$ cat config.mk
export PLATFORM = sky130hd
export DESIGN_NAME = crs_ctrl
export DESIGN_NICKNAME = d
export VERILOG_FILES = /design/src/rtl/core/crs_pkg.sv /design/src/rtl/core/crs_ctrl.sv
export SDC_FILE = /design/constraint.sdc
export NUM_CORES = 1
export LEC_CHECK = 0
export BUFFER_PORTS_ARGS = -buffer_cell sky130_fd_sc_hd__buf_4
export CAP_MARGIN = 5
export CORE_MARGIN = 1.5
export CORE_UTILIZATION = 55
export CTS_CLUSTER_SIZE = 30
export DETAILED_ROUTE_END_ITERATION = 10
export HOLD_SLACK_MARGIN = 0.03
export PLACE_DENSITY = 0.82
export SKIP_CTS_REPAIR_TIMING = 1
export SLEW_MARGIN = 0
export SYNTH_ARGS = -nofsm -noshare
export SYNTH_HDL_FRONTEND = slang
export SYNTH_SLANG_ARGS = --single-unit
$ cat constraint.sdc
create_clock -name clk -period 5.12 [get_ports clk]
set_input_delay 0 -clock clk [delete_from_list [all_inputs] [get_ports clk]]
set_output_delay 0 -clock clk [all_outputs]
set_load 0.02 [all_outputs]
$ cat src/rtl/core/crs_pkg.sv
// crs_pkg: shared types and constants of the catmull-rom segment tessellator
// used by crs_ctrl, crs_dpath and catmull_rom_segment_tessellator
// no dependencies
package crs_pkg;

  // coordinate format, signed q1.14
  localparam int COORD_W = 16;

  // parameter t, unsigned q1.16 held up to and including 1.0
  localparam int T_FRAC   = 16;
  localparam int T_W      = T_FRAC + 1;
  localparam int T_ONE    = 1 << T_FRAC;
  localparam int RND_HALF = 1 << (T_FRAC - 1);
  localparam int TSTEP_W  = 16;

  // step count register
  localparam int STEPS_W   = 7;
  localparam int MIN_STEPS = 3;
  localparam int MAX_STEPS_DEF = 64;

  // register reset values
  localparam logic [STEPS_W-1:0] STEPS_RST = STEPS_W'(50);
  localparam logic [TSTEP_W-1:0] TSTEP_RST = TSTEP_W'(1311);

  // register map, index taken from paddr[2]
  localparam int REG_IDX_W = 1;
  localparam int PADDR_W   = 3;
  localparam logic [REG_IDX_W-1:0] REG_SEGMENT_STEPS = 1'b0;
  localparam logic [REG_IDX_W-1:0] REG_T_STEP        = 1'b1;

  // control point transfer
  typedef struct packed {
    logic signed [COORD_W-1:0] point_x;
    logic signed [COORD_W-1:0] point_y;
    logic                      curve_start;
  } crs_in_t;

  // interpolated sample transfer
  typedef struct packed {
    logic signed [COORD_W-1:0] out_x;
    logic signed [COORD_W-1:0] out_y;
    logic                      run_last;
  } crs_out_t;

  // controller to datapath
  typedef struct packed {
    logic load;   // point accepted, shift window and latch coefficients
    logic issue;  // start one sample in the pipeline
    logic last;   // the issued sample ends the segment
  } crs_cmd_t;

  // datapath to controller
  typedef struct packed {
    logic win_full;   // three points held
    logic pipe_busy;  // samples still in the multiply stages
    logic stall;      // output register held by the receiver
  } crs_sts_t;

  typedef enum logic [1:0] {
    ST_IDLE,
    ST_RUN,
    ST_DRAIN
  } crs_state_t;

endpackage

$ cat src/rtl/core/crs_ctrl.sv
// crs_ctrl: sequencer of the tessellator, accepts points and issues samples
// depends on crs_pkg
module crs_ctrl import crs_pkg::*; #(
  parameter int MAX_STEPS = MAX_STEPS_DEF
) (
  input  logic               clk,
  input  logic               rst,
  input  logic               point_valid,
  output logic               point_ready,
  input  logic               curve_start,
  input  logic [STEPS_W-1:0] segment_steps,
  input  crs_sts_t           sts,
  output crs_cmd_t           cmd
);

  localparam int SW = $clog2(MAX_STEPS + 1);

  crs_state_t    state;
  crs_state_t    state_next;
  logic [SW-1:0] step_cnt;
  logic [SW-1:0] eff_steps;

  // clamp the step count to the supported range
  always_comb begin
    if (segment_steps < STEPS_W'(MIN_STEPS)) begin
      eff_steps = SW'(MIN_STEPS);
    end else if (segment_steps > STEPS_W'(MAX_STEPS)) begin
      eff_steps = SW'(MAX_STEPS);
    end else begin
      eff_steps = SW'(segment_steps);
    end
  end

  // next state
  always_comb begin
    state_next = state;
    case (state)
      ST_IDLE: begin
        if (cmd.load && sts.win_full && !curve_start) begin
          state_next = ST_RUN;
        end
      end
      ST_RUN: begin
        if (cmd.issue && cmd.last) begin
          state_next = ST_DRAIN;
        end
      end
      ST_DRAIN: begin
        if (!sts.pipe_busy) begin
          state_next = ST_IDLE;
        end
      end
      default: state_next = ST_IDLE;
    endcase
  end

  // outputs
  always_comb begin
    point_ready = 1'b0;
    cmd.load    = 1'b0;
    cmd.issue   = 1'b0;
    cmd.last    = (step_cnt == eff_steps - SW'(1));
    case (state)
      ST_IDLE: begin
        point_ready = 1'b1;
        cmd.load    = point_valid;
      end
      ST_RUN: begin
        cmd.issue = !sts.stall;
      end
      ST_DRAIN: begin
        cmd.issue = 1'b0;
      end
      default: begin
        point_ready = 1'b0;
      end
    endcase
  end

  // state register
  always_ff @(posedge clk) begin
    if (rst) begin
      state <= ST_IDLE;
    end else begin
      state <= state_next;
    end
  end

  // sample counter within the segment
  always_ff @(posedge clk) begin
    if (rst) begin
      step_cnt <= '0;
    end else if (cmd.load) begin
      step_cnt <= '0;
    end else if (cmd.issue) begin
      step_cnt <= step_cnt + SW'(1);
    end
  end

`ifndef ASSERT_OFF
  a_no_issue_in_stall: assert property (@(posedge clk) disable iff (rst)
    cmd.issue |-> !sts.stall) else $error("sample issued while output stalled");

  a_count_in_range: assert property (@(posedge clk) disable iff (rst)
    (state == ST_RUN) |-> (step_cnt < eff_steps)) else $error("step count overrun");

  a_full_window_runs: assert property (@(posedge clk) disable iff (rst)
    (cmd.load && sts.win_full && !curve_start) |=> (state == ST_RUN))
    else $error("full window did not start a segment");
`endif

endmodule

; ---- Word level (Yosys, flattened, before mapping)
; Index checks and enable logic that the tools add are counted.
[totals]
reg_bits = 9
input_bits = 14
output_inout_bits = 4
elab_cells = 29
[classes]
add_sub_neg = 2
magnitude_cmp = 2
n_eq_ne = 6
mux = 9
reduce_logical = 8
[ops]
columns = cell, n
row1 = $mux 7, 2
row2 = $add 7x1->7 const B, 1
row3 = $eq 7x7->1, 1
row4 = $gt 7x7->1 const B, 1
row5 = $lt 7x2->1 const B, 1
row6 = $sub 7x1->7 const B, 1
row7 = $mux 2, 3
row8 = $ne 2x2->1 const B, 3
row9 = $pmux 2 s3, 1
row10 = $logic_and 1x1->1, 3
row11 = $mux 1, 3
row12 = $reduce_and 3->1, 1
row13 = $eq 2x1->1 const B, 1
row14 = $eq 2x2->1 const B, 1
row15 = $logic_not 1->1, 2
row16 = $logic_not 2->1, 1
row17 = $reduce_or 2->1, 1

; ---- Depth between registers and ports, before layout
; Gate-level depths: netlist (run 1).
[depth]
depth_word = 8
ltp_mapped = 10
mapped_depth_nobuf = 8

; ---- Least setup slack after synthesis (run 1)
; No wires, ideal clock.
[synth_path]
kind = input-to-reg
startpoint = in segment_steps[5]
endpoint = reg state[0]
setup_time_ps = 125
arrival_ps = 1849
required_ps = 4995
setup_slack_ps = 3146
path_stages = 7
n_path_buf = 1
path_cell_list = nor4_2 o21ai_0 ha_1 clkbuf_1 or3_1 a32o_1 o41a_1
[synth_between]
elab_chain_len = 8
word_cells_on_any_way = 9
cone_classes = 1 x add/sub / 2 x order compare / 2 x eq/ne / 2 x mux / 2 x reduce/logical
[synth_rtl]
columns = element, line_no
row1 = from (decl), crs_ctrl.sv:11  ; input logic [STEPS_W-1:0] segment_steps,
row2 = $gt 7x7->1, crs_ctrl.sv:27  ; end else if (segment_steps > STEPS_W'(MAX_STEPS)) begin
row3 = $mux 7, crs_ctrl.sv:27
row4 = $mux 7 (*), crs_ctrl.sv:25  ; if (segment_steps < STEPS_W'(MIN_STEPS)) begin
row5 = $sub 7x1->7 (*), crs_ctrl.sv:62  ; cmd.last = (step_cnt == eff_steps - SW'(1));
row6 = $eq 7x7->1 (*), crs_ctrl.sv:62
row7 = $logic_and 1x1->1 (*), crs_ctrl.sv:44  ; if (cmd.issue && cmd.last) begin
row8 = $ne 2x2->1 (no source line) (*), --
row9 = $reduce_and 3->1 (no source line) (*), --
row10 = to (signal assigned), crs_ctrl.sv:85  ; state <= state_next;
row11 = to (decl), crs_ctrl.sv:18  ; crs_state_t state;
; Mark *: on every way between the ends. The rest lies on a longest branch, timed or not.
; A chain may end at the register's enable or synchronous reset.

; ---- Worst setup path in the final report (run 1)
; Same ends and word-level chain as after synthesis.

==> reports/metrics.cfg, run 1 <==
[final_layout]
area_growth_syn_to_layout_pct=23.7
layout.cells.most_common_list=sky130_fd_sc_hd__buf_4 (17), sky130_fd_sc_hd__nor2_1 (11), sky130_fd_sc_hd__dfxtp_1 (9)
layout_commonest_cell=sky130_fd_sc_hd__buf_4
layout-drive-gt1-share_pct=19.7
final_cells=132
fillers=119
antenna_cells=0
finish.net_count=134

[detailed_routing]
remaining_drc_errors=0
drtAntennaViolNets=0
maxUsedRoutingLayer=met4
initialDrtViolationCount=39
routed-wl-met2_um=875
met3RoutedLength_um=151
firstDrtPassIters=4
detail_route.vias_per_cell=6.28
total_routed_wirelength_um=1890
route.layer.met1.wl_um=795
routed-via-count=829
average_routed_wire_per_standard_cell_um=14.3

[synth]
synth_top_area_cell=sky130_fd_sc_hd__dfxtp_1
synth.avg_cell_area_um2=7.58
synth_top_area_share_pct=24.0
syn_area_um2=751
syn_nets=115
yosys-top-cells-area=sky130_fd_sc_hd__dfxtp_1 (24%), sky130_fd_sc_hd__xnor2_1 (7.0%), sky130_fd_sc_hd__nor2_1 (5.5%)
synth_sequential_area_ratio_pct=24.0
synth_cell_types=39
register_bit_total_from_synthesis=9
synthesis.instances=99
yosys_warnings=0

[grt]
first_global_vias=654
gr-usage-all-layers_pct=27.0
grt_pass1_wl_um=2800
grt_start_max_net_pins=10
antenna_found_initial=0
grt_remaining_overflow=0

[clocking]
clk-insertion-delay-late_ns=0.27
tritoncts=done
clockBufferDepth=2
cts.reportedPaths.clkPinSlew_ns=0.06
cts_buffers=3
htree_num_levels=1
clock_sink_count=9
cts.root.buffer_cell=sky130_fd_sc_hd__clkbuf_4

[floorplan]
core_mm2=0.00128
die_height_um=39.9
chipWidth_um=39.9
die_area_mm2=0.00160
i_o_pins=18
floorplan.initialDensity_pct=58.4
rows=13

[sta]
crit_path_setup_slack_layout_ns=2.60
clock.fmax_ghz=0.397
finClkSkew_ns=0.00624
tns_ns=0
rsz_0062_raised_after_global_routing=false
timing.final.hold_violations=0
timing_max_transition_violations_final=0
fin_crit_sh_pct=49.2
final.min_clock_period_ns=2.52
holdWs_ns=0.0153
maxSlewHeadroom_pct=66.0
finalSetupViolCount=0
least_margin_pin_slew_ns=0.508

[place]
detailedPlacementHpwl_um=1420
io_buffers=17
preCtsSetupSlack_ns=2.90
place.gp.congestion=0.836
post-place-cells=125

[status]
run_status=completed

[setup_path]
critical_path_required_ns=5.28
kind_of_start_point_of_the_critical_path=input pin
critical_path.max_fanout=8
arrival_ns=2.68
critPathCaptureType=flip-flop
setup_slack_of_the_most_critical_reg_to_reg_path_ns=2.78
setup.worst_path.class=input pin to flip-flop

[power_and_ir_drop]
max-vdd-ir-drop_uv=139
power.total_mw=0.170
power_leakage_nw=0.353
pwr_per_cell_area_mw_per_mm2=183

[min_path]
hold_class=input pin to flip-flop

[flow_run]
maxCapViolations=0

## state kept, by name (all words and copies together), names as in the netlist
name	count
step_cnt	7
state	2
## cell type report
| type | count | area [um^2] | area share, % |
|---|---|---|---|
| repair buffers | 20 | 158 | 17.0 |
| multi-input cells | 77 | 519 | 55.9 |
| well taps | 15 | 18.8 | 2.02 |
| clock buffers | 4 | 26.3 | 2.83 |
| inverters | 7 | 26.3 | 2.83 |
| flip-flops and latches | 9 | 180 | 19.4 |
## cells in the mapped netlist
master / count
sky130_fd_sc_hd__a211oi_1: 1
sky130_fd_sc_hd__a21oi_1: 5
sky130_fd_sc_hd__a221oi_1: 1
sky130_fd_sc_hd__a311oi_1: 1
sky130_fd_sc_hd__a31oi_1: 1
sky130_fd_sc_hd__a32o_1: 1
sky130_fd_sc_hd__and2_1: 1
sky130_fd_sc_hd__and4_1: 2
sky130_fd_sc_hd__buf_2: 2
sky130_fd_sc_hd__clkbuf_1: 4
sky130_fd_sc_hd__dfxtp_1: 9
sky130_fd_sc_hd__ha_1: 2
sky130_fd_sc_hd__inv_1: 7
sky130_fd_sc_hd__mux2i_1: 2
sky130_fd_sc_hd__nand2_1: 4
sky130_fd_sc_hd__nand2b_1: 2
sky130_fd_sc_hd__nand3_1: 2
sky130_fd_sc_hd__nand4_1: 2
sky130_fd_sc_hd__nand4b_1: 1
sky130_fd_sc_hd__nand4bb_1: 1
sky130_fd_sc_hd__nor2_1: 11
sky130_fd_sc_hd__nor2b_1: 2
sky130_fd_sc_hd__nor3_1: 2
sky130_fd_sc_hd__nor3b_2: 1
sky130_fd_sc_hd__nor4_1: 2
sky130_fd_sc_hd__nor4_2: 1
sky130_fd_sc_hd__o211ai_1: 1
sky130_fd_sc_hd__o21ai_0: 6
sky130_fd_sc_hd__o21bai_1: 1
sky130_fd_sc_hd__o311ai_1: 1
sky130_fd_sc_hd__o31ai_1: 2
sky130_fd_sc_hd__o41a_1: 1
sky130_fd_sc_hd__o41ai_1: 1
sky130_fd_sc_hd__or2_1: 1
sky130_fd_sc_hd__or2_2: 1
sky130_fd_sc_hd__or2b_1: 1
sky130_fd_sc_hd__or3_1: 4
sky130_fd_sc_hd__xnor2_1: 6
sky130_fd_sc_hd__xor2_1: 3
## worst paths after layout
path                                  from                    end  depth (start not counted)
setup / recovery          segment_steps[5]  state[0]$_SDFFE_PP0P_                          8
hold / removal                         rst  state[1]$_SDFFE_PP0P_                          4
setup reg to reg  step_cnt[5]$_SDFFE_PP0P_  state[0]$_SDFFE_PP0P_                          6
hold reg to reg      state[1]$_SDFFE_PP0P_  state[1]$_SDFFE_PP0P_                          2
## worst max-delay path, stage by stage
cell and delay (ns):
sky130_fd_sc_hd__buf_4 0.14, sky130_fd_sc_hd__nor4_2 0.44, sky130_fd_sc_hd__o21ai_0 0.19, sky130_fd_sc_hd__ha_1 0.33, sky130_fd_sc_hd__or3_1 0.38, sky130_fd_sc_hd__a32o_1 0.28, sky130_fd_sc_hd__o41a_1 0.36, sky130_fd_sc_hd__dlygate4sd3_1 0.55
## metrics by stage
stage	utilization (%)	cell area, um^2
floorplan	-	751
global placement	67.9	872
detailed placement	67.9	872
CTS	69.9	898
global route	72.2	928
finish	72.2	928
## metal layers
metal / GRT usage (%) / vias to the layer above
met5: 0 / -
met4: 12.9 / 0
met3: 8.89 / 9
met2: 42.7 / 36
met1: 32.7 / 389
li1: - / 395
## where the power goes
part / total (mW) / leakage, nW / switching (mW) / internal, mW
combinational: 0.0413 / 0.265 / 0.0210 / 0.0203
sequential: 0.0713 / 0.0726 / 0.000762 / 0.0706
clock: 0.0572 / 0.0150 / 0.0270 / 0.0301
## kinds of logic after synthesis
kind of cell,Yosys count,share of synthesized area (%)
buffers and inverters,13,6.83
XOR/XNOR,9,10.5
multiplexers,2,2.67
flip-flops,9,24.0
adder cells (fa/ha/maj),2,3.33
AND/OR/NAND/NOR,41,32.0
AO/OA/AOI/OAI,23,20.7
Note: power is estimated with default switching activity, not from simulation.
==> inputs of run 2 (changes only) <==
- CORE_UTILIZATION: 55 -> 46
- PLACE_DENSITY: 0.82 -> 0.73
- clock period: 5.12 -> 2.1 ns (I/O delays scaled with it)
==> reports/metrics.cfg, run 2 (synthesis gave the netlist of run 1 again) <==
[place]
detailedPlacementHpwl_um=1370  ; was 1420 um
io_buffers=17  ; unchanged
placed_cell_area_um2=903  ; was 872 um^2
place.gp.congestion=0.862  ; was 0.836

[floorplan]
core_mm2=0.00152  ; was 0.00128 mm^2
i_o_pins=18  ; unchanged
chipWidth_um=43.4  ; was 39.9 um
floorplan.initialDensity_pct=49.3  ; was 58.4%
die_height_um=43.4  ; was 39.9 um
die_area_mm2=0.00188  ; was 0.00160 mm^2
rows=14  ; was 13

[power_and_ir_drop]
switching_share_pct=30.1  ; was 28.7%
power_leakage_nw=0.374  ; was 0.353 nW
flop_pwr_share_pct=41.1  ; was 42.0%
share_comb_of_total_power_pct=24.7  ; was 24.3%
share_clk_of_total_power_pct=34.2  ; was 33.7%
pwr_per_cell_area_mw_per_mm2=441  ; was 183 mW/mm^2
internal-power_mw=0.296  ; was 0.121 mW
power.switching_mw=0.127  ; was 0.0488 mW
max-vdd-ir-drop_uv=278  ; was 139 uV

[sta]
finClkSkew_ns=0.00325  ; was 0.00624 ns
clock.fmax_ghz=0.531
fin_crit_sh_pct=89.6
timing.final.hold_violations=0  ; unchanged
maxSlewHeadroom_pct=78.6  ; was 66.0%
least_margin_pin_slew_ns=0.316  ; was 0.508 ns
timing_max_transition_violations_final=0  ; unchanged
final.min_clock_period_ns=1.88
rsz_0062_raised_after_global_routing=false  ; unchanged
tns_ns=0  ; unchanged
finalSetupViolCount=0  ; unchanged

[grt]
first_global_vias=722  ; was 654
gr-usage-all-layers_pct=21.3  ; was 27.0%
grt_pass1_wl_um=3020  ; was 2800 um
antenna_found_initial=0  ; unchanged
grt_start_max_net_pins=10  ; unchanged
grt_remaining_overflow=0  ; unchanged

[setup_path]
critical_path_required_ns=2.10  ; was 5.28 ns
critPathCaptureType=output port  ; was flip-flop
arrival_ns=1.88  ; was 2.68 ns
crit-reg2reg-capture=state[0]$_SDFFE_PP0P_  ; unchanged
critical_path.startpoint=segment_steps[5]  ; unchanged
critical_path.max_fanout=8  ; unchanged
setup_slack_of_the_most_critical_reg_to_reg_path_ns=0.33  ; was 2.78 ns
setup.worst_path.class=input pin to output port  ; was input pin to flip-flop
reg_to_reg_startpoint=step_cnt[5]$_SDFFE_PP0P_  ; unchanged
worstSetupEndpoint=cmd[0]  ; was state[0]$_SDFFE_PP0P_
ff2ff_path_depth=5  ; was 6
kind_of_start_point_of_the_critical_path=input pin  ; unchanged

[final_layout]
final-seq-area_um2=180  ; unchanged
layout_top_registers=step_cnt x7, state x2  ; unchanged
layout.cells.most_common_list=sky130_fd_sc_hd__buf_4 (21), sky130_fd_sc_hd__nor2_1 (11), sky130_fd_sc_hd__dfxtp_1 (9)  ; was sky130_fd_sc_hd__buf_4 (17), sky130_fd_sc_hd__nor2_1 (11), sky130_fd_sc_hd__dfxtp_1 (9)
multi_input_gate_area_in_the_final_layout_um2=519  ; unchanged
final_design_area_excluding_fillers_um2=961  ; was 928 um^2
fillers=146  ; was 119
layout-drive-gt1-share_pct=23.1  ; was 19.7%
layout_commonest_cell=sky130_fd_sc_hd__buf_4  ; unchanged
finish.net_count=138  ; was 134
area_growth_syn_to_layout_pct=28.0  ; was 23.7%
largest_register_ffs=7  ; unchanged
largest_register=step_cnt  ; unchanged
antenna_cells=0  ; unchanged

[detailed_routing]
total_routed_wirelength_um=1830  ; was 1890 um
remaining_drc_errors=0  ; unchanged
routed-via-count=784  ; was 829
detail_route.vias_per_cell=5.72  ; was 6.28
drtAntennaViolNets=0  ; unchanged
average_routed_wire_per_standard_cell_um=13.3  ; was 14.3 um
initialDrtViolationCount=15  ; was 39
firstDrtPassIters=4  ; unchanged

[clocking]
clock_sink_count=9  ; unchanged
cts.root.buffer_cell=sky130_fd_sc_hd__clkbuf_4  ; unchanged
cts.reportedPaths.clkPinSlew_ns=0.07  ; was 0.06 ns
tritoncts=done  ; unchanged
cts_buffers=3  ; unchanged
clk-insertion-delay-late_ns=0.28  ; was 0.27 ns
htree_num_levels=1  ; unchanged
clockBufferDepth=2  ; unchanged

[flow_run]
maxCapViolations=0  ; unchanged

[min_path]
hold_class=input pin to flip-flop  ; unchanged

[status]
run_status=completed  ; unchanged

==> run 2: changes by cell type in the layout (fill, tap and decap cells not counted) <==
cell / before / now
sky130_fd_sc_hd__clkbuf_1: 1 / 0
sky130_fd_sc_hd__clkinv_2: 0 / 1
sky130_fd_sc_hd__buf_4: 17 / 21
==> run 2: how the worst min path moves through the flow <==
| stage | start | end | cells after the start |
|---|---|---|---|
| floorplan | sts[0] | cmd[1] | 1 |
| global placement | sts[0] | state[0]$_SDFFE_PP0P_ | 2 |
| detailed placement | sts[1] | state[1]$_SDFFE_PP0P_ | 3 |
| CTS | sts[1] | state[1]$_SDFFE_PP0P_ | 3 |
| global route | point_valid | state[0]$_SDFFE_PP0P_ | 4 |
| finish | point_valid | state[0]$_SDFFE_PP0P_ | 4 |
==> run 2: per-layer routing <==
metal / wire length (um) / up-vias / track usage, % / part of all wire [%]
met2: 855 / 22 / 34.9 / 47
met5: 0 / - / 0 / 0
met4: 36 / 0 / 9.09 / 2.0
li1: - / 400 / - / -
met3: 104 / 5 / 5.00 / 5.7
met1: 831 / 357 / 26.8 / 45
==> run 2: area by class of cell <==
type | instances | share of cell area (%)
clock buffer | 3 | 2.34
sequential | 9 | 18.8
multi-input combinational | 77 | 54.0
inverter | 7 | 2.73
clock inverter | 1 | 0.521
tap | 16 | 2.08
timing repair buffer | 24 | 19.5
==> run 2: worst max-delay path, stage by stage <==
cell,delay [ns]
sky130_fd_sc_hd__buf_4,0.13
sky130_fd_sc_hd__nor4_2,0.32
sky130_fd_sc_hd__o21ai_0,0.16
sky130_fd_sc_hd__ha_1,0.32
sky130_fd_sc_hd__nor4_1,0.32
sky130_fd_sc_hd__o31ai_1,0.12
sky130_fd_sc_hd__a32o_1,0.25
sky130_fd_sc_hd__nor2_1,0.11
sky130_fd_sc_hd__buf_4,0.15
==> run 2: power by group through the flow <==
stage	clock network (mW)	logic [mW]	registers [mW]
6_report	0.145	0.105	0.174
5_1_grt	0.154	0.115	0.174
4_1_cts	0.149	0.0993	0.174
3_5_place_dp	0	0.0990	0.178
3_3_place_gp	0	0.0972	0.178
2_1_floorplan	0	0.0554	0.177
==> run 2: metrics by stage <==
| stage | cells | hold slack, ns | util, % | setup slack (ns) | total power, mW |
|---|---|---|---|---|---|
| global route | 137 | 0.205 | 63.1 | 0.0324 | 0.442 |
| global placement | 130 | 0.249 | 59.3 | 0.0561 | 0.275 |
| detailed placement | 130 | 0.261 | 59.3 | 0.0160 | 0.277 |
| floorplan | 99 | 0.0800 | - | 0.126 | 0.232 |
| CTS | 134 | -0.0299 | 61.1 | 0.218 | 0.422 |
| finish | 137 | 0.171 | 63.1 | 0.218 | 0.423 |
